File: src/hdl/ihex_pkg.sv
// Shared constants, types and the hex digit decoder for the Intel HEX parser.
`timescale 1ns / 1ps
`default_nettype none

package ihex_pkg;

  localparam int unsigned AddrBits   = 16;
  localparam int unsigned ColBits    = 10;
  localparam int unsigned CountBits  = 8;
  localparam int unsigned NibBits    = 4;
  localparam int unsigned LenBits    = AddrBits + 1;
  localparam int unsigned CharBits   = 8;
  localparam int unsigned OutBits    = AddrBits + CountBits + LenBits;
  localparam int unsigned OutPadBits = ((OutBits + 7) / 8) * 8;

  localparam logic [CharBits-1:0] LineFeed = 8'h0A;
  localparam logic [ColBits-1:0]  ColMax   = {ColBits{1'b1}};

  // column codes inside one record line
  localparam logic [ColBits-1:0] ColCountHi = 10'd1;
  localparam logic [ColBits-1:0] ColCountLo = 10'd2;
  localparam logic [ColBits-1:0] ColAddr0   = 10'd3;
  localparam logic [ColBits-1:0] ColAddr1   = 10'd4;
  localparam logic [ColBits-1:0] ColAddr3   = 10'd6;
  localparam logic [ColBits-1:0] ColData    = 10'd9;
  localparam logic [ColBits-1:0] ColByte0   = 10'd10;

  typedef struct packed {
    logic [LenBits-1:0]   image_length;
    logic [CountBits-1:0] byte_value;
    logic [AddrBits-1:0]  byte_address;
  } out_beat_t;

  // ASCII hex digit to nibble; anything else reads as zero
  function automatic logic [NibBits-1:0] hex_nibble(input logic [CharBits-1:0] c);
    logic [NibBits-1:0] n;
    n = '0;
    if (c >= 8'h30 && c <= 8'h39) n = c[NibBits-1:0];
    else if ((c >= 8'h41 && c <= 8'h46) || (c >= 8'h61 && c <= 8'h66))
      n = c[NibBits-1:0] + 4'd9;
    return n;
  endfunction

endpackage

`default_nettype wire

File: src/hdl/ihex_out_stage.sv
// Output register stage: holds one result beat and lets the input side run on.
`timescale 1ns / 1ps
`default_nettype none

module ihex_out_stage (
  input  wire logic              clk_i,
  input  wire logic              rst_ni,
  input  wire logic              beat_valid_i,
  input  ihex_pkg::out_beat_t    beat_i,
  output logic                   beat_ready_o,
  output logic                   m_axis_tvalid_o,
  input  wire logic              m_axis_tready_i,
  output logic [ihex_pkg::OutPadBits-1:0] m_axis_tdata_o
);
  import ihex_pkg::*;

  logic      valid_q, valid_d;
  out_beat_t beat_q;

  assign beat_ready_o = !valid_q || m_axis_tready_i;

  always_comb begin
    valid_d = valid_q;
    if (beat_ready_o) valid_d = beat_valid_i;
  end

  always_ff @(posedge clk_i or negedge rst_ni) begin
    if (!rst_ni) begin
      valid_q <= 1'b0;
    end else begin
      valid_q <= valid_d;
    end
  end

  always_ff @(posedge clk_i) begin
    if (beat_ready_o && beat_valid_i) beat_q <= beat_i;
  end

  assign m_axis_tvalid_o = valid_q;
  assign m_axis_tdata_o  = {{(OutPadBits - OutBits){1'b0}}, beat_q};

endmodule

`default_nettype wire

File: src/hdl/intel_hex_record_to_binary.sv
// Top level: Intel HEX character stream in, binary image byte writes out.
//
// Usage
//   s_axis: one ASCII character of the hex file per beat (tdata[7:0]).
//   m_axis: one write per decoded data byte of a selected record;
//           tdata[15:0] byte_address, [23:16] byte_value,
//           [40:24] image_length, [47:41] zero.
//   cfg: cfg_we_i writes the image base from cfg_wdata_i; change it only
//        while the stream is idle.
//   Records whose address is below the image base are skipped; kept records
//   land at address - base. image_length is the running maximum of
//   (address - base + byte count) over kept records.
//   A data byte appears on m_axis in the cycle after the beat with its
//   second digit is taken. Throughput: one character per cycle while
//   m_axis is not stalled, set by the single output register in ihex_out_stage.
//   Stall: when m_axis holds a beat that is not taken, s_axis_tready
//   drops; characters that produce no write still pass only as the
//   register frees, so nothing is lost or repeated.
//   Reset: column, record state, image length and the image base clear to
//   zero; the output register is emptied.
`timescale 1ns / 1ps
`default_nettype none

module intel_hex_record_to_binary (
  input  wire logic        clk_i,
  input  wire logic        rst_ni,
  // config write
  input  wire logic        cfg_we_i,
  input  wire logic [ihex_pkg::AddrBits-1:0] cfg_wdata_i,   // image base
  // character stream in
  input  wire logic        s_axis_tvalid,
  output logic             s_axis_tready,
  input  wire logic [ihex_pkg::CharBits-1:0] s_axis_tdata,  // [7:0] char_in
  // byte writes out
  output logic             m_axis_tvalid,
  input  wire logic        m_axis_tready,
  // [15:0] byte_address, [23:16] byte_value, [40:24] image_length
  output logic [ihex_pkg::OutPadBits-1:0] m_axis_tdata
);
  import ihex_pkg::*;

  logic [AddrBits-1:0]  offset_q;
  logic [ColBits-1:0]   col_q, col_d;
  logic [CountBits-1:0] count_q, count_d;
  logic [AddrBits-1:0]  addr_q, addr_d;
  logic [NibBits-1:0]   hi_nib_q, hi_nib_d;
  logic                 sel_q, sel_d;
  logic [LenBits-1:0]   len_q, len_d;

  logic                 in_acc;
  logic                 is_lf;
  logic [NibBits-1:0]   nib;
  logic [AddrBits-1:0]  addr_shift;
  logic [LenBits-1:0]   rec_end;
  logic [ColBits-1:0]   col_rel;
  logic [ColBits-2:0]   idx;
  logic                 emit;
  out_beat_t            beat;
  logic                 beat_ready;

  assign in_acc     = s_axis_tvalid && s_axis_tready;
  assign s_axis_tready = beat_ready;
  assign is_lf      = (s_axis_tdata == LineFeed);
  assign nib        = hex_nibble(s_axis_tdata);
  assign addr_shift = {addr_q[AddrBits-NibBits-1:0], nib};
  // end of record in image space, taken at the last address digit
  assign rec_end    = {1'b0, addr_shift - offset_q} + {{(LenBits-CountBits){1'b0}}, count_q};
  assign col_rel    = col_q - ColByte0;
  assign idx        = col_rel[ColBits-1:1];

  always_comb begin
    col_d    = col_q;
    count_d  = count_q;
    addr_d   = addr_q;
    hi_nib_d = hi_nib_q;
    sel_d    = sel_q;
    len_d    = len_q;
    emit     = 1'b0;
    if (is_lf) begin
      col_d = '0;
      sel_d = 1'b0;
    end else begin
      if (col_q != ColMax) col_d = col_q + ColBits'(1);
      if (col_q == ColCountHi) begin
        count_d = {{(CountBits-NibBits){1'b0}}, nib};
      end else if (col_q == ColCountLo) begin
        count_d = {count_q[CountBits-NibBits-1:0], nib};
      end else if (col_q == ColAddr0) begin
        addr_d = {{(AddrBits-NibBits){1'b0}}, nib};
      end else if (col_q >= ColAddr1 && col_q <= ColAddr3) begin
        addr_d = addr_shift;
        if (col_q == ColAddr3) begin
          sel_d = (addr_shift >= offset_q);
          if (addr_shift >= offset_q && rec_end > len_q) len_d = rec_end;
        end
      end else if (col_q >= ColData) begin
        if (col_q[0]) hi_nib_d = nib;
        else emit = sel_q && ({1'b0, idx} < {{(ColBits-CountBits){1'b0}}, count_q});
      end
    end
  end

  assign beat.byte_address = addr_q - offset_q + {{(AddrBits-ColBits+1){1'b0}}, idx};
  assign beat.byte_value   = {hi_nib_q, nib};
  assign beat.image_length = len_q;

  always_ff @(posedge clk_i or negedge rst_ni) begin
    if (!rst_ni) begin
      offset_q <= '0;
      col_q    <= '0;
      count_q  <= '0;
      addr_q   <= '0;
      hi_nib_q <= '0;
      sel_q    <= 1'b0;
      len_q    <= '0;
    end else begin
      if (cfg_we_i) offset_q <= cfg_wdata_i;
      if (in_acc) begin
        col_q    <= col_d;
        count_q  <= count_d;
        addr_q   <= addr_d;
        hi_nib_q <= hi_nib_d;
        sel_q    <= sel_d;
        len_q    <= len_d;
      end
    end
  end

  ihex_out_stage u_out (
    .clk_i           (clk_i),
    .rst_ni          (rst_ni),
    .beat_valid_i    (in_acc && emit),
    .beat_i          (beat),
    .beat_ready_o    (beat_ready),
    .m_axis_tvalid_o (m_axis_tvalid),
    .m_axis_tready_i (m_axis_tready),
    .m_axis_tdata_o  (m_axis_tdata)
  );

  // line feed restarts the column count and drops the record
  a_lf_restart: assert property (@(posedge clk_i) disable iff (!rst_ni)
    in_acc && is_lf |=> col_q == '0 && !sel_q)
    else $error("line feed did not restart the line");

  // a decoded byte always shows up on the output next cycle
  a_emit_out: assert property (@(posedge clk_i) disable iff (!rst_ni)
    in_acc && emit |=> m_axis_tvalid)
    else $error("decoded byte missing from output");

  // image length only grows
  a_len_mono: assert property (@(posedge clk_i) disable iff (!rst_ni)
    1'b1 |=> len_q >= $past(len_q))
    else $error("image length shrank");

  // writes only come from selected records
  a_emit_sel: assert property (@(posedge clk_i) disable iff (!rst_ni)
    emit |-> sel_q && !col_q[0])
    else $error("write from unselected record or odd column");

endmodule

`default_nettype wire

File: config.mk
export PLATFORM = sky130hd
export DESIGN_NAME = intel_hex_record_to_binary
export DESIGN_NICKNAME = d
export VERILOG_FILES = /design/src/hdl/ihex_pkg.sv /design/src/hdl/ihex_out_stage.sv /design/src/hdl/intel_hex_record_to_binary.sv
export SDC_FILE = /design/constraint.sdc
export NUM_CORES = 1
export LEC_CHECK = 0
export BUFFER_PORTS_ARGS = -buffer_cell sky130_fd_sc_hd__buf_4
export CAP_MARGIN = 20
export CORE_MARGIN = 5
export CORE_UTILIZATION = 40
export DETAILED_ROUTE_END_ITERATION = 10
export GPL_TIMING_DRIVEN = 1
export PLACE_DENSITY = 0.58
export REMOVE_ABC_BUFFERS = 1
export SLEW_MARGIN = 0
export SYNTH_ARGS = -nofsm -noshare
export SYNTH_HDL_FRONTEND = slang
export SYNTH_SLANG_ARGS = --single-unit
export TNS_END_PERCENT = 50
File: constraint.sdc
create_clock -name clk_i -period 5.34 [get_ports clk_i]
set_input_delay 1.068 -clock clk_i [delete_from_list [all_inputs] [get_ports clk_i]]
set_output_delay 1.068 -clock clk_i [all_outputs]
set_load 0.02 [all_outputs]
==> flow_summary_export.csv <==
group,metric,value,unit
synthesis,synth_ff_type,"dfrtp_1",
synthesis,syn_area_per_cell,10.0,um2
cells_and_area,areaGrowthSynthToFinish,29.1,%
routing,first_pass_iters,4,
clocking,clock_sinks,114,
synthesis,yosys.area.top_type,"dfrtp_1",
critical_path,critPathLaunch,"s_axis_tdata[1]",
clocking,cts_tree,"yes",
timing,period_share,114,%
synthesis,async_flop_share,64.0,%
outcome,status,"finished with violations",
floorplanning,die-width,148,um
grt,grt-ovfl-total,0,
routing,drt_wl_total,18300,um
placed_design,port_buffers,71,
timing,setup_tns,-11180,ps
worst_hold_path,hp-class,"reg -> reg",
clocking,clkLatencyLatePin,420,ps
timing,drv_slew,0,
critical_path,r2r_end,"len_q[13]",
timing,finalCriticalPeriod,6070,ps
power,ir_worst_vdd,0.000283,V
critical_path,path_class,"in -> reg",
routing,wl_per_cell,15.8,um
clocking,htreeDepth,4,
grt,grt_pass1_vias,6036,
clocking,clockRootBuffer,"clkbuf_16",
grt,grt_antenna_before_repair,0,
timing,setup_viol,17,
clocking,cts_buffer_depth,2,
critical_path,endpoint,"len_q[13]",
routing,detail-route-antenna-nets,0,
floorplanning,num_rows,50,
synthesis,yosys-top-cells-area,"dfrtp_1 24%, edfxtp_1 16%, ha_1 13%, xnor2_1 3.6%, o21ai_0 3.6%",
synthesis,synthCells,758,
placed_design,hpwlAfterDp,13300,um
synthesis,ys_types,70,
critical_path,cp-end-kind,"register",
synthesis,post-synth-top-count-cell,"ha_1",
critical_path,rr_startpoint,"offset_q[1]",
timing,skew,5.39,ps
critical_path,startpoint_type,"input port",
floorplanning,initial_utilization,40.5,%
timing,rsz0062_at_grt,"true",
clocking,cts_hold_buf,0,
critical_path,crit_fanout,6,
cells_and_area,fin_nets,1029,
floorplanning,die-area,0.0218,mm2
critical_path,reg2reg_setup_slack,380,ps
placed_design,gp_congestion,0.823,
floorplanning,die_h,148,um
routing,drt_iter0_markers,286,
critical_path,cp.arrival,6370,ps
grt,grt_max_degree,74,
clocking,cts_buffers,17,
synthesis,post-synth-top-area-fraction,24.1,%
cells_and_area,fin_util,52.3,%
routing,via_per_inst,5.24,
power,power.leakage,4.47,nW
synthesis,ys_ff_latch,114,
floorplanning,io_pins,79,
timing,relSlewSlack,28.3,%
synthesis,ys_seq_area_share,40.3,%
cells_and_area,final_layout_size_suffix_gt1_share,26.1,%
timing,hold_viol,0,
synthesis,yosys_warnings,0,
grt,grt_first_pass_wirelength,30000,um
clocking,clk_pin_slew,50,ps
synthesis,syn-cell-area,0.00758,mm2
timing,tightest_slew,1080,ps
power,power_density,624,mW/mm2
cells_and_area,antenna_cells,0,
outcome,violations,"negative setup slack",
critical_path,worstPathRequired,5640,ps
synthesis,ys_top_cells_by_count,"81 x ha_1, 73 x dfrtp_1, 69 x inv_1, 63 x nand2_1, 54 x o21ai_0",
placed_design,place_ws,-1410,ps
critical_path,reg2reg_depth,22,
routing,drc_errors,0,
routing,vias,6048,
timing,fin_ws,-730,ps
grt,grt_usage,17.2,%
floorplanning,core,0.0187,mm2
synthesis,synth_edf_count,41,
run,drv_cap,0,
timing,clock.fmax,0.165,GHz
## flip-flops by register name, summed over array words and instances, names as in the netlist
register               count
u_out.m_axis_tvalid_o      1
hi_nib_q                   4
offset_q                  16
addr_q                    16
col_q                     10
len_q                     17
u_out.m_axis_tdata_o      41
sel_q                      1
count_q                    8
## layout make-up
cell class	instances	area [um2]
well taps	234	293
fillers	1689	8920
clock inverters	15	144
flip-flops and latches	114	3060
multi-input cells	559	4460
clock buffers	17	425
inverters	69	267
repair buffers	147	1150
## cells in the final DEF, fill, tap and decap left out, drive strengths merged, types with 11 or more instances in the layout
cell type,instances
buf,147
ha,81
dfrtp,73
inv,68
nand2,63
o21ai,55
nor2,46
edfxtp,41
xnor2,31
a21oi,31
a22o,18
nor3,18
clkbuf,17
nand3,17
o21a,14
xor2,14
mux2,14
nand2b,13
nor2b,12
fa,11
## worst max-delay path: stages
cell      delay [ps]
buf_8            100
inv_6             60
ha_4             130
nor3b_4          190
a31oi_2           60
and4b_2          260
a22o_4           290
ha_4             220
nor2b_4          120
o31a_1           300
o21a_1           220
a21o_1           180
xor2_1           150
ha_1             310
o21a_1           170
nor2_4            50
a21oi_2          120
nand3b_1         140
nor4_4           180
nand2_1          120
xnor2_2          150
ha_1             300
nand4_1          110
nor2_1           150
nand3_2          100
or4_4            570
o211a_4          220
mux2_4           310
## repair_timing
item / CTS / global route
endpoints found under the setup margin: 17 / 17
cloned: 2 / 0
resized for setup: 33 / 38
buffers inserted: 3 / 7
pin swaps: 21 / 33
## through the flow
stage	hold WS (ps)	cells	area, um2	power, mW
final	446	1155	9790	6.11
after global routing	462	1155	9790	6.67
after CTS	446	1147	9520	6.05
after detailed placement	431	1110	8790	4.84
after global placement	424	1110	8790	4.81
after floorplan	419	740	7470	3.76
## power breakdown
part	leakage [nW]	internal (mW)	switching, mW
clock network	0.269	0.679	0.417
logic	2.89	1.80	1.92
registers	1.30	1.13	0.161
## worst min path at each step
stage               cells after the start  slack (ps)                  endpoint        start
floorplan                               0         420  u_out.m_axis_tdata_o[22]  hi_nib_q[2]
global placement                        0         420  u_out.m_axis_tdata_o[23]  hi_nib_q[3]
detailed placement                      0         430  u_out.m_axis_tdata_o[40]    len_q[16]
CTS                                     0         450  u_out.m_axis_tdata_o[40]    len_q[16]
global route                            0         460  u_out.m_axis_tdata_o[31]     len_q[7]
finish                                  0         450  u_out.m_axis_tdata_o[40]    len_q[16]
## per-layer routing
| metal | vias to the layer above | routed length, um | part of all wire (%) | GRT usage [%] |
|---|---|---|---|---|
| li1 | 3030 | - | - | - |
| met1 | 2888 | 8580 | 47 | 22.7 |
| met2 | 106 | 8670 | 47 | 28.2 |
| met3 | 24 | 758 | 4.1 | 4.11 |
| met4 | 0 | 263 | 1.4 | 5.17 |
| met5 | - | 0 | 0 | 0 |
## cell families (layout without fill, tap and decap cells)
group	Yosys count	count (layout)	synth area share, %
simple gates	217	217	14.5
other cells	1	7	0.0494
compound gates	181	183	16.2
fa+ha+maj	92	92	16.3
xor+xnor	45	45	5.20
flops	114	114	40.3
buf+inv	93	248	5.23
mux	15	15	2.21
Note: power is estimated with default switching activity, not from simulation.
